## config.mk

```make
export PLATFORM = sky130hd
export DESIGN_NAME = held_key_set_unit_flat
export DESIGN_NICKNAME = d
export VERILOG_FILES = /design/src/design/hks_pkg.sv /design/src/design/hks_if.sv /design/src/design/hks_ctrl.sv /design/src/design/hks_datapath.sv /design/src/design/held_key_set_unit.sv /design/src/flat_wrapper.sv
export SDC_FILE = /design/constraint.sdc
export NUM_CORES = 1
export LEC_CHECK = 0
export BUFFER_PORTS_ARGS = -buffer_cell sky130_fd_sc_hd__buf_2
export CORE_UTILIZATION = 55
export CTS_BUF_LIST = sky130_fd_sc_hd__clkbuf_8
export DETAILED_ROUTE_END_ITERATION = 8
export PLACE_DENSITY = 0.83
export SLEW_MARGIN = 20
export SYNTH_ARGS = -nofsm -noshare
export SYNTH_HDL_FRONTEND = slang
export SYNTH_SLANG_ARGS = --single-unit
```

## constraint.sdc

```tcl
create_clock -name clk -period 7.7 [get_ports clk]
set_input_delay 1.155 -clock clk [delete_from_list [all_inputs] [get_ports clk]]
set_output_delay 1.155 -clock clk [all_outputs]
set_load 0.1 [all_outputs]
```

## src/design/hks_pkg.sv

```systemverilog
// hks_pkg: types, codes and constants shared by the held key set unit
// no dependencies; compiled first

package hks_pkg;

	localparam int DEFAULT_CAPACITY = 20;
	localparam int KIND_W           = 2;
	localparam int KEY_W            = 8;
	localparam int COUNT_OUT_W      = 5;

	localparam logic [KIND_W-1:0] KIND_PRESS   = 2'd0;
	localparam logic [KIND_W-1:0] KIND_RELEASE = 2'd1;
	localparam logic [KIND_W-1:0] KIND_QUERY   = 2'd2;

	typedef enum logic [1:0] {
		ST_IDLE,
		ST_COMPARE,
		ST_UPDATE
	} hks_state_t;

	typedef struct packed {
		logic load;
		logic compare;
		logic update;
	} hks_cmd_t;

endpackage

```

## src/design/hks_if.sv

```systemverilog
// hks_in_if / hks_out_if: valid-ready channels for events and results
// depends on hks_pkg

interface hks_in_if import hks_pkg::*; ();
	logic             valid;
	logic             ready;
	logic [KIND_W-1:0] kind;
	logic [KEY_W-1:0]  key_code;

	modport source (output valid, output kind, output key_code, input ready);
	modport sink   (input valid, input kind, input key_code, output ready);
endinterface

interface hks_out_if import hks_pkg::*; ();
	logic                   valid;
	logic                   ready;
	logic                   was_present;
	logic                   dropped_full;
	logic [COUNT_OUT_W-1:0] held_count;

	modport source (output valid, output was_present, output dropped_full,
		output held_count, input ready);
	modport sink   (input valid, input was_present, input dropped_full,
		input held_count, output ready);
endinterface

```

## src/design/hks_ctrl.sv

```systemverilog
// hks_ctrl: sequencer for accept, compare and update of one event
// depends on hks_pkg

module hks_ctrl import hks_pkg::*; (
	input  logic     clk,
	input  logic     arst_n,
	input  logic     in_valid,
	output logic     in_ready,
	output logic     out_valid,
	input  logic     out_ready,
	output hks_cmd_t cmd
);

	hks_state_t state_q;
	hks_state_t state_nxt;
	logic       out_valid_q;

	always_comb begin
		state_nxt = state_q;
		unique case (state_q)
			ST_IDLE: begin
				if (in_valid) state_nxt = ST_COMPARE;
			end
			ST_COMPARE: begin
				state_nxt = ST_UPDATE;
			end
			ST_UPDATE: begin
				if (!out_valid_q || out_ready) state_nxt = ST_IDLE;
			end
			default: begin
				state_nxt = ST_IDLE;
			end
		endcase
	end

	always_comb begin
		in_ready    = (state_q == ST_IDLE);
		cmd.load    = (state_q == ST_IDLE) && in_valid;
		cmd.compare = (state_q == ST_COMPARE);
		cmd.update  = (state_q == ST_UPDATE) && (!out_valid_q || out_ready);
	end

	always_ff @(posedge clk or negedge arst_n) begin
		if (!arst_n) begin
			state_q     <= ST_IDLE;
			out_valid_q <= 1'b0;
		end else begin
			state_q <= state_nxt;
			if (cmd.update) begin
				out_valid_q <= 1'b1;
			end else if (out_ready) begin
				out_valid_q <= 1'b0;
			end
		end
	end

	assign out_valid = out_valid_q;

endmodule

```

## src/design/hks_datapath.sv

```systemverilog
// hks_datapath: held key registers, parallel compare, compaction and result register
// depends on hks_pkg

module hks_datapath import hks_pkg::*; #(
	parameter int CAPACITY = DEFAULT_CAPACITY
) (
	input  logic                   clk,
	input  logic                   arst_n,
	input  hks_cmd_t               cmd,
	input  logic [KIND_W-1:0]      kind,
	input  logic [KEY_W-1:0]       key_code,
	output logic                   was_present,
	output logic                   dropped_full,
	output logic [COUNT_OUT_W-1:0] held_count
);

	localparam int CNT_W = $clog2(CAPACITY + 1);

	logic [KIND_W-1:0]      kind_q;
	logic [KEY_W-1:0]       code_q;
	logic [KEY_W-1:0]       entries_q [CAPACITY];
	logic [CNT_W-1:0]       count_q;
	logic [CNT_W-1:0]       count_nxt;
	logic [CAPACITY-1:0]    match_cmp;
	logic [CAPACITY-1:0]    match_s1;
	logic [CAPACITY-1:0]    at_or_after;
	logic                   present;
	logic                   full;
	logic                   do_append;
	logic                   do_remove;
	logic                   drop;
	logic [CNT_W+COUNT_OUT_W-1:0] count_ext;
	logic                   was_present_q;
	logic                   dropped_full_q;
	logic [COUNT_OUT_W-1:0] held_count_q;

	genvar gi;
	generate
		for (gi = 0; gi < CAPACITY; gi++) begin : g_cell
			assign match_cmp[gi]   = (entries_q[gi] == code_q) && (CNT_W'(gi) < count_q);
			assign at_or_after[gi] = |match_s1[gi:0];

			if (gi < CAPACITY - 1) begin : g_shift
				always_ff @(posedge clk) begin
					if (cmd.update) begin
						if (do_remove && at_or_after[gi]) begin
							entries_q[gi] <= entries_q[gi+1];
						end else if (do_append && count_q == CNT_W'(gi)) begin
							entries_q[gi] <= code_q;
						end
					end
				end
			end else begin : g_last
				always_ff @(posedge clk) begin
					if (cmd.update && do_append && count_q == CNT_W'(gi)) begin
						entries_q[gi] <= code_q;
					end
				end
			end
		end
	endgenerate

	always_comb begin
		present   = |match_s1;
		full      = (count_q == CNT_W'(CAPACITY));
		do_append = (kind_q == KIND_PRESS) && !present && !full;
		do_remove = (kind_q == KIND_RELEASE) && present;
		drop      = (kind_q == KIND_PRESS) && !present && full;
		count_nxt = count_q;
		if (do_append) begin
			count_nxt = count_q + CNT_W'(1);
		end else if (do_remove) begin
			count_nxt = count_q - CNT_W'(1);
		end
		count_ext = (CNT_W+COUNT_OUT_W)'(count_nxt);
	end

	always_ff @(posedge clk) begin
		if (cmd.load) begin
			kind_q <= kind;
			code_q <= key_code;
		end
		if (cmd.compare) begin
			match_s1 <= match_cmp;
		end
		if (cmd.update) begin
			was_present_q  <= present;
			dropped_full_q <= drop;
			held_count_q   <= count_ext[COUNT_OUT_W-1:0];
		end
	end

	always_ff @(posedge clk or negedge arst_n) begin
		if (!arst_n) begin
			count_q <= '0;
		end else if (cmd.update) begin
			count_q <= count_nxt;
		end
	end

	assign was_present  = was_present_q;
	assign dropped_full = dropped_full_q;
	assign held_count   = held_count_q;

endmodule

```

## src/design/held_key_set_unit.sv

```systemverilog
// held_key_set_unit: ordered set of held key codes with press, release and query
// sequence: the event is registered on accept, compared in ST_COMPARE, and its result registered in ST_UPDATE
// a new event is accepted only in ST_IDLE, once the previous event has been updated
// the update waits while a previous result has not been taken
// reset: asynchronous, clears the entry count and the sequencer; entries are not cleared
// depends on hks_pkg, hks_if, hks_ctrl, hks_datapath

module held_key_set_unit import hks_pkg::*; #(
	parameter int CAPACITY = DEFAULT_CAPACITY
) (
	input  logic  clk,
	input  logic  arst_n,
	hks_in_if.sink    in_port,
	hks_out_if.source out_port
);

	hks_cmd_t cmd;

	hks_ctrl u_ctrl (
		.clk       (clk),
		.arst_n    (arst_n),
		.in_valid  (in_port.valid),
		.in_ready  (in_port.ready),
		.out_valid (out_port.valid),
		.out_ready (out_port.ready),
		.cmd       (cmd)
	);

	hks_datapath #(
		.CAPACITY (CAPACITY)
	) u_datapath (
		.clk          (clk),
		.arst_n       (arst_n),
		.cmd          (cmd),
		.kind         (in_port.kind),
		.key_code     (in_port.key_code),
		.was_present  (out_port.was_present),
		.dropped_full (out_port.dropped_full),
		.held_count   (out_port.held_count)
	);

endmodule

```

## src/flat_wrapper.sv

```systemverilog
// flat-port wrapper written by rule: the top's interface ports become plain ports
module held_key_set_unit_flat import hks_pkg::*;
#(
	parameter int CAPACITY = DEFAULT_CAPACITY
)
  (clk, arst_n, in_port_valid, in_port_kind, in_port_key_code, in_port_ready, out_port_valid, out_port_was_present, out_port_dropped_full, out_port_held_count, out_port_ready);
  hks_in_if in_port_i ();
  hks_out_if out_port_i ();
  input  logic clk;
  input  logic arst_n;
  input wire logic [$bits(in_port_i.valid)-1:0] in_port_valid;
  input wire logic [$bits(in_port_i.kind)-1:0] in_port_kind;
  input wire logic [$bits(in_port_i.key_code)-1:0] in_port_key_code;
  output wire logic [$bits(in_port_i.ready)-1:0] in_port_ready;
  output wire logic [$bits(out_port_i.valid)-1:0] out_port_valid;
  output wire logic [$bits(out_port_i.was_present)-1:0] out_port_was_present;
  output wire logic [$bits(out_port_i.dropped_full)-1:0] out_port_dropped_full;
  output wire logic [$bits(out_port_i.held_count)-1:0] out_port_held_count;
  input wire logic [$bits(out_port_i.ready)-1:0] out_port_ready;
  assign in_port_i.valid = in_port_valid;
  assign in_port_i.kind = in_port_kind;
  assign in_port_i.key_code = in_port_key_code;
  assign in_port_ready = in_port_i.ready;
  assign out_port_valid = out_port_i.valid;
  assign out_port_was_present = out_port_i.was_present;
  assign out_port_dropped_full = out_port_i.dropped_full;
  assign out_port_held_count = out_port_i.held_count;
  assign out_port_i.ready = out_port_ready;
  held_key_set_unit #(.CAPACITY(CAPACITY)) u_core (.clk(clk), .arst_n(arst_n), .in_port(in_port_i), .out_port(out_port_i));
endmodule
```

Word level (Yosys, flattened, before mapping)
Memory sizes are Yosys's and may differ from the RTL's.
Cells that the tools add are included.
Widths: inputs -> output; s select.

word-level totals
  register bits = 45
  memory bits (writable) = 160
  bits of input ports = 14
  output and inout port bits = 9
  logic and storage cells = 355
  memories = 1

operators by class
  add/sub/neg operators = 2
  $lt $le $gt $ge = 20
  eq/ne operators = 45
  mux-type cells = 164
  bitwise operators = 19
  reductions and logical operators = 95

memories
  memory                       depth  width  rd ports  clocked after Yosys merged registers in  wr ports  line                text
  u_core.u_datapath.entries_q  20     8      20        0                                        19        hks_datapath.sv:21  logic [KEY_W-1:0] entries_q [CAPACITY];

operators by type and width
  cell                count
  $eq 8x8->1          20
  $mux 8              20
  $mux 1              138
  $logic_and 1x1->1   66
  $eq 5x4->1 const B  8
  $lt 4x5->1 const A  8
  $eq 5x5->1 const B  5
  $eq 5x3->1 const B  4
  $lt 3x5->1 const A  4
  $lt 5x5->1 const A  4
  $reduce_or 20->1    1
  $or 1x1->1          19
  $reduce_or 19->1    1
  $reduce_or 18->1    1
  $reduce_or 17->1    1
  $reduce_or 16->1    1
  $reduce_or 8->1     2
  $mux 5              3
  $reduce_or 15->1    1
  $reduce_or 14->1    1
  $reduce_or 13->1    1
  $reduce_or 12->1    1
  $reduce_or 11->1    1
  $eq 5x2->1 const B  2
  25 further kinds    32

Depth between registers and ports, before layout
  depth after elaboration = 11
  depth in mapped cells = 9
  gate-level depth less buffers = 7

By module
From an unflattened synthesis, not the netlist that was laid out.

second synthesis, totals
  cell total of the unflattened synthesis = 797
  area, all modules = 11,013.1 um^2

by module, submodules not included
  module        times used  cells an instance  area an instance (um^2)  sequential area each (um^2)
  hks_datapath  1           785                10,880.4                 6,040.8
  hks_ctrl      1           12                 132.6                    75.1

Worst setup path after synthesis
Ideal clock, no wire load.

  kind = reg-to-reg
  from = reg u_core.u_datapath.count_q[0]
  to = mem u_core.u_datapath.entries_q[19][0], in the netlist u_core.u_datapath.entries_q[4][24] (enable)
  library setup time = 395 ps
  arrival = 2,750 ps
  required time = 7,305 ps
  slack = 4,555 ps
  stages on the path, launching flop included = 9
  buffers on the path = 2
  clock period less this slack = 3,145 ps
  cell sequence = dfrtp_1 -> clkbuf_1 -> inv_1 -> ha_1 -> nand4b_1 -> nand4_1 -> or2_4 -> buf_6 -> nor4_1

RTL lines
  element                 line                text
  from (decl)             hks_datapath.sv:22  logic [CNT_W-1:0] count_q;
  from (signal assigned)  hks_datapath.sv:97  count_q <= count_nxt;
  to (decl)               hks_datapath.sv:21

==> impl_metrics.py <==
metrics = {
    "run_status": {
        "outcome": "finished clean",
    },
    "global_route": {
        "number_of_global_route_vias_before_repair": 6729,
        "grt_start_max_net_pins": 41,
        "grt.met3_usage_pct": 4.69,
        "gr-total-overflow": 0,
        "grt_busiest_layer": "met2",
        "grt_antenna_before_repair": 0,
        "groute.layer.met1.usage_pct": 30.2,
        "grt_pass1_wl_um": 36300,
        "global_route.usage.met2_pct": 39.3,
        "grt_util_all_layers_pct": 23.4,
    },
    "layout": {
        "layout.nets": 832,
        "drive_above_1_share_pct": 29.0,
        "layout.cells.most_common_list": "edfxtp_1, mux2_2, xnor2_1",
        "layout.cells.most_common": "edfxtp_1",
        "layout.core_utilization_pct": 61.0,
        "num_antenna_cells": 0,
        "area_delta_synth_final_pct": 8.68,
    },
    "clock_tree": {
        "library_cell_used_as_clock_root_buffer": "clkbuf_8",
        "tritoncts": "yes",
        "cts-buffers-inserted": 36,
        "cts-htree-levels": 2,
        "ctsHoldBuffers": 0,
        "clkTransAtPathRegs_ns": 0.06,
        "clock_sinks": 205,
        "post_cts.repair.setup_buffers": 0,
        "clock_buffer_depth": 3,
        "cts-resized-gates": 0,
        "clock_insertion_delay_worst_skew_ns": 0.53,
    },
    "sta": {
        "finClkSkew_ns": 0.0226,
        "final_worst_path_period_share_pct": 47.3,
        "maxSlewViolCount": 0,
        "max_slew.worst_pin.slew_ns": 1.10,
        "rsz0062_at_grt": "no",
        "period_needed_ns": 3.64,
        "finalHoldViolations": 0,
        "timing.setup.tns_ns": 0,
        "max_freq_ghz": 0.275,
        "finalSetupViolCount": 0,
        "relSlewSlack_pct": 26.1,
    },
    "floorplanning": {
        "design.portCount": 23,
        "die_h_um": 143,
        "initial_core_util_pct": 56.2,
        "row_count": 51,
        "die_area_um2": 20400,
        "design.core.area_um2": 19500,
        "die_x_extent_um": 143,
    },
    "setup_path": {
        "worst_setup_path_start": "u_core.u_datapath.count_q[1]",
        "critical_path.endpoint_type": "flip-flop",
        "setup.worst_path.start_class": "flip-flop",
        "timing.critical_path.to": "u_core.u_datapath.entries_q[0][14]",
        "worst-endpoint-required_ns": 7.84,
        "reg2reg_depth": 7,
        "critical_path_peak_fanout": 13,
        "crit_arrival_ns": 3.79,
        "timing.reg2reg.setup_slack_ns": 4.06,
        "regToRegStartpoint": "u_core.u_datapath.count_q[1]",
        "timing.rr.end": "u_core.u_datapath.entries_q[0][14]",
        "critPathKind": "reg2reg",
    },
    "routing": {
        "detail_route.wl_per_cell_um": 20.5,
        "vias_per_cell": 5.92,
        "via_count": 6528,
        "drt_pass1_iterations": 4,
        "drt.antenna.violating_nets": 0,
        "dr_iter_0_viols": 433,
        "drt_drc_violations_left": 0,
        "detail_route.wirelength_um": 22600,
    },
    "synthesis": {
        "postSynthCellCount": 791,
        "synth-async-reset-ratio_pct": 3.90,
        "synth_nets": 810,
        "post_synth_instance_area_um2": 10900,
        "synth_top_cell_by_area": "edfxtp_1",
        "synth.avg_cell_area_um2": 13.8,
        "yosysTopAreaCellShare_pct": 54.1,
        "seq_area_frac_synth_pct": 56.0,
        "synth_top_cells_by_area": "edfxtp_1, mux2_2, xnor2_1, xor2_1, dfrtp_1",
        "number_of_distinct_library_cell_variants_in_the_gate_level_netlist_after_synthesis": 54,
        "synth-edff-count": 197,
        "synth_ff_type": "edfxtp_1",
        "yosysWarnings": 0,
        "synth_seq_cells": 205,
    },
    "place": {
        "place_congestion": 0.926,
        "numPortBuffers": 22,
        "detailed_place_hpwl_um": 14800,
    },
    "power_and_ir_drop": {
        "ir_drop_uv": 118,
        "power-per-cell-area_nw_per_um2": 248,
        "p_int_w": 0.00197,
        "sw_share_pct": 32.9,
        "leakage_component_of_the_power_nw": 3.96,
        "p_switching_w": 0.000967,
        "power.clock.fraction_pct": 29.9,
        "power_frac_seq_pct": 48.4,
        "comb_power_share_pct": 21.7,
    },
    "run": {
        "drv.max_cap_violation_count": 0,
    },
    "hold_path": {
        "hp-class": "in2async",
    },
}
## layout make-up
type / instances / area [um^2]
inverter: 3 / 11.3
fill: 1457 / 7580
tap: 265 / 332
timing repair buffer: 33 / 193
clock inverter: 25 / 103
sequential: 205 / 6120
multi-input combinational: 534 / 4620
clock buffer: 37 / 509
## worst max-delay path, stage by stage, from the launching register on
cell and delay (ns):
dfrtp_1 0.59, inv_1 0.22, ha_1 0.28, nand4b_1 0.18, nand4_1 0.19, nor3_1 0.84
and3_1 0.53, o21bai_1 0.42
## cells by family (layout without fill, tap and decap cells)
logic type / after synthesis / in the layout / share of synthesized area, %
simple gates: 161 / 161 / 9.51
buf+inv: 52 / 98 / 1.89
xor+xnor: 168 / 168 / 13.5
fa+ha+maj: 5 / 5 / 0.572
mux: 152 / 152 / 15.7
compound gates: 48 / 48 / 2.95
flops: 205 / 205 / 56.0
## layer usage
metal  up-vias  wire (um)
met4         0        483
li1       3004          -
met2       218      11200
met5         -          0
met1      3268       9490
met3        38       1420
## metrics by stage
stage | cell area [um^2] | instances | setup slack (ns) | hold WS [ns] | total power (W)
floorplan | 10900 | 791 | 4.56 | 0.424 | 0.00191
global placement | 11300 | 1040 | 4.17 | 0.513 | 0.00206
detailed placement | 11300 | 1040 | 4.06 | 0.537 | 0.00207
CTS | 11900 | 1102 | 4.12 | 0.446 | 0.00295
global route | 11900 | 1102 | 3.93 | 0.461 | 0.00306
finish | 11900 | 1102 | 4.06 | 0.465 | 0.00294
## synthesized netlist by cell type, drive strengths merged, types with 5 or more instances
cell,n
edfxtp,197
mux2,152
xnor2,115
xor2,53
nand4,30
clkbuf,29
nor3,27
nor4,22
nand2,21
buf,20
nor2,17
nand3,12
o21ai,11
dfrtp,8
o21bai,7
a211oi,6
a21oi,6
a21o,5
ha,5
nand2b,5
nor2b,5
## how the worst min path moves through the flow
| stage | startpoint | end | slack [ns] | cells after the start |
|---|---|---|---|---|
| 6_report | arst_n | u_core.u_datapath.count_q[1] | 0.47 | 1 |
| 5_1_grt | arst_n | u_core.u_datapath.count_q[1] | 0.46 | 1 |
| 3_5_place_dp | u_core.u_ctrl.out_valid | u_core.u_ctrl.out_valid | 0.54 | 2 |
| 4_1_cts | arst_n | u_core.u_datapath.count_q[1] | 0.45 | 1 |
| 2_1_floorplan | u_core.u_datapath.code_q[6] | u_core.u_datapath.entries_q[4][30] | 0.42 | 0 |
| 3_3_place_gp | u_core.u_ctrl.out_valid | u_core.u_ctrl.out_valid | 0.51 | 2 |
## power by group through the flow
| stage | combinational (W) | clock (W) | sequential, W |
|---|---|---|---|
| floorplan | 0.000443 | 0 | 0.00147 |
| global placement | 0.000617 | 0 | 0.00144 |
| detailed placement | 0.000629 | 0 | 0.00144 |
| CTS | 0.000635 | 0.000895 | 0.00142 |
| global route | 0.000683 | 0.000937 | 0.00144 |
| finish | 0.000638 | 0.000879 | 0.00143 |
## registers in the layout, summed over array words and instances, names as in the netlist
signal                          flops
u_core.u_datapath.match_s1         20
u_core.u_datapath.held_count        5
u_core.u_ctrl.state_q               2
u_core.u_datapath.kind_q            2
u_core.u_datapath.code_q            8
u_core.u_datapath.was_present       1
u_core.u_datapath.dropped_full      1
u_core.u_ctrl.out_valid             1
u_core.u_datapath.count_q           5
u_core.u_datapath.entries_q       160
No activity file was read; power rests on OpenSTA's default activity.
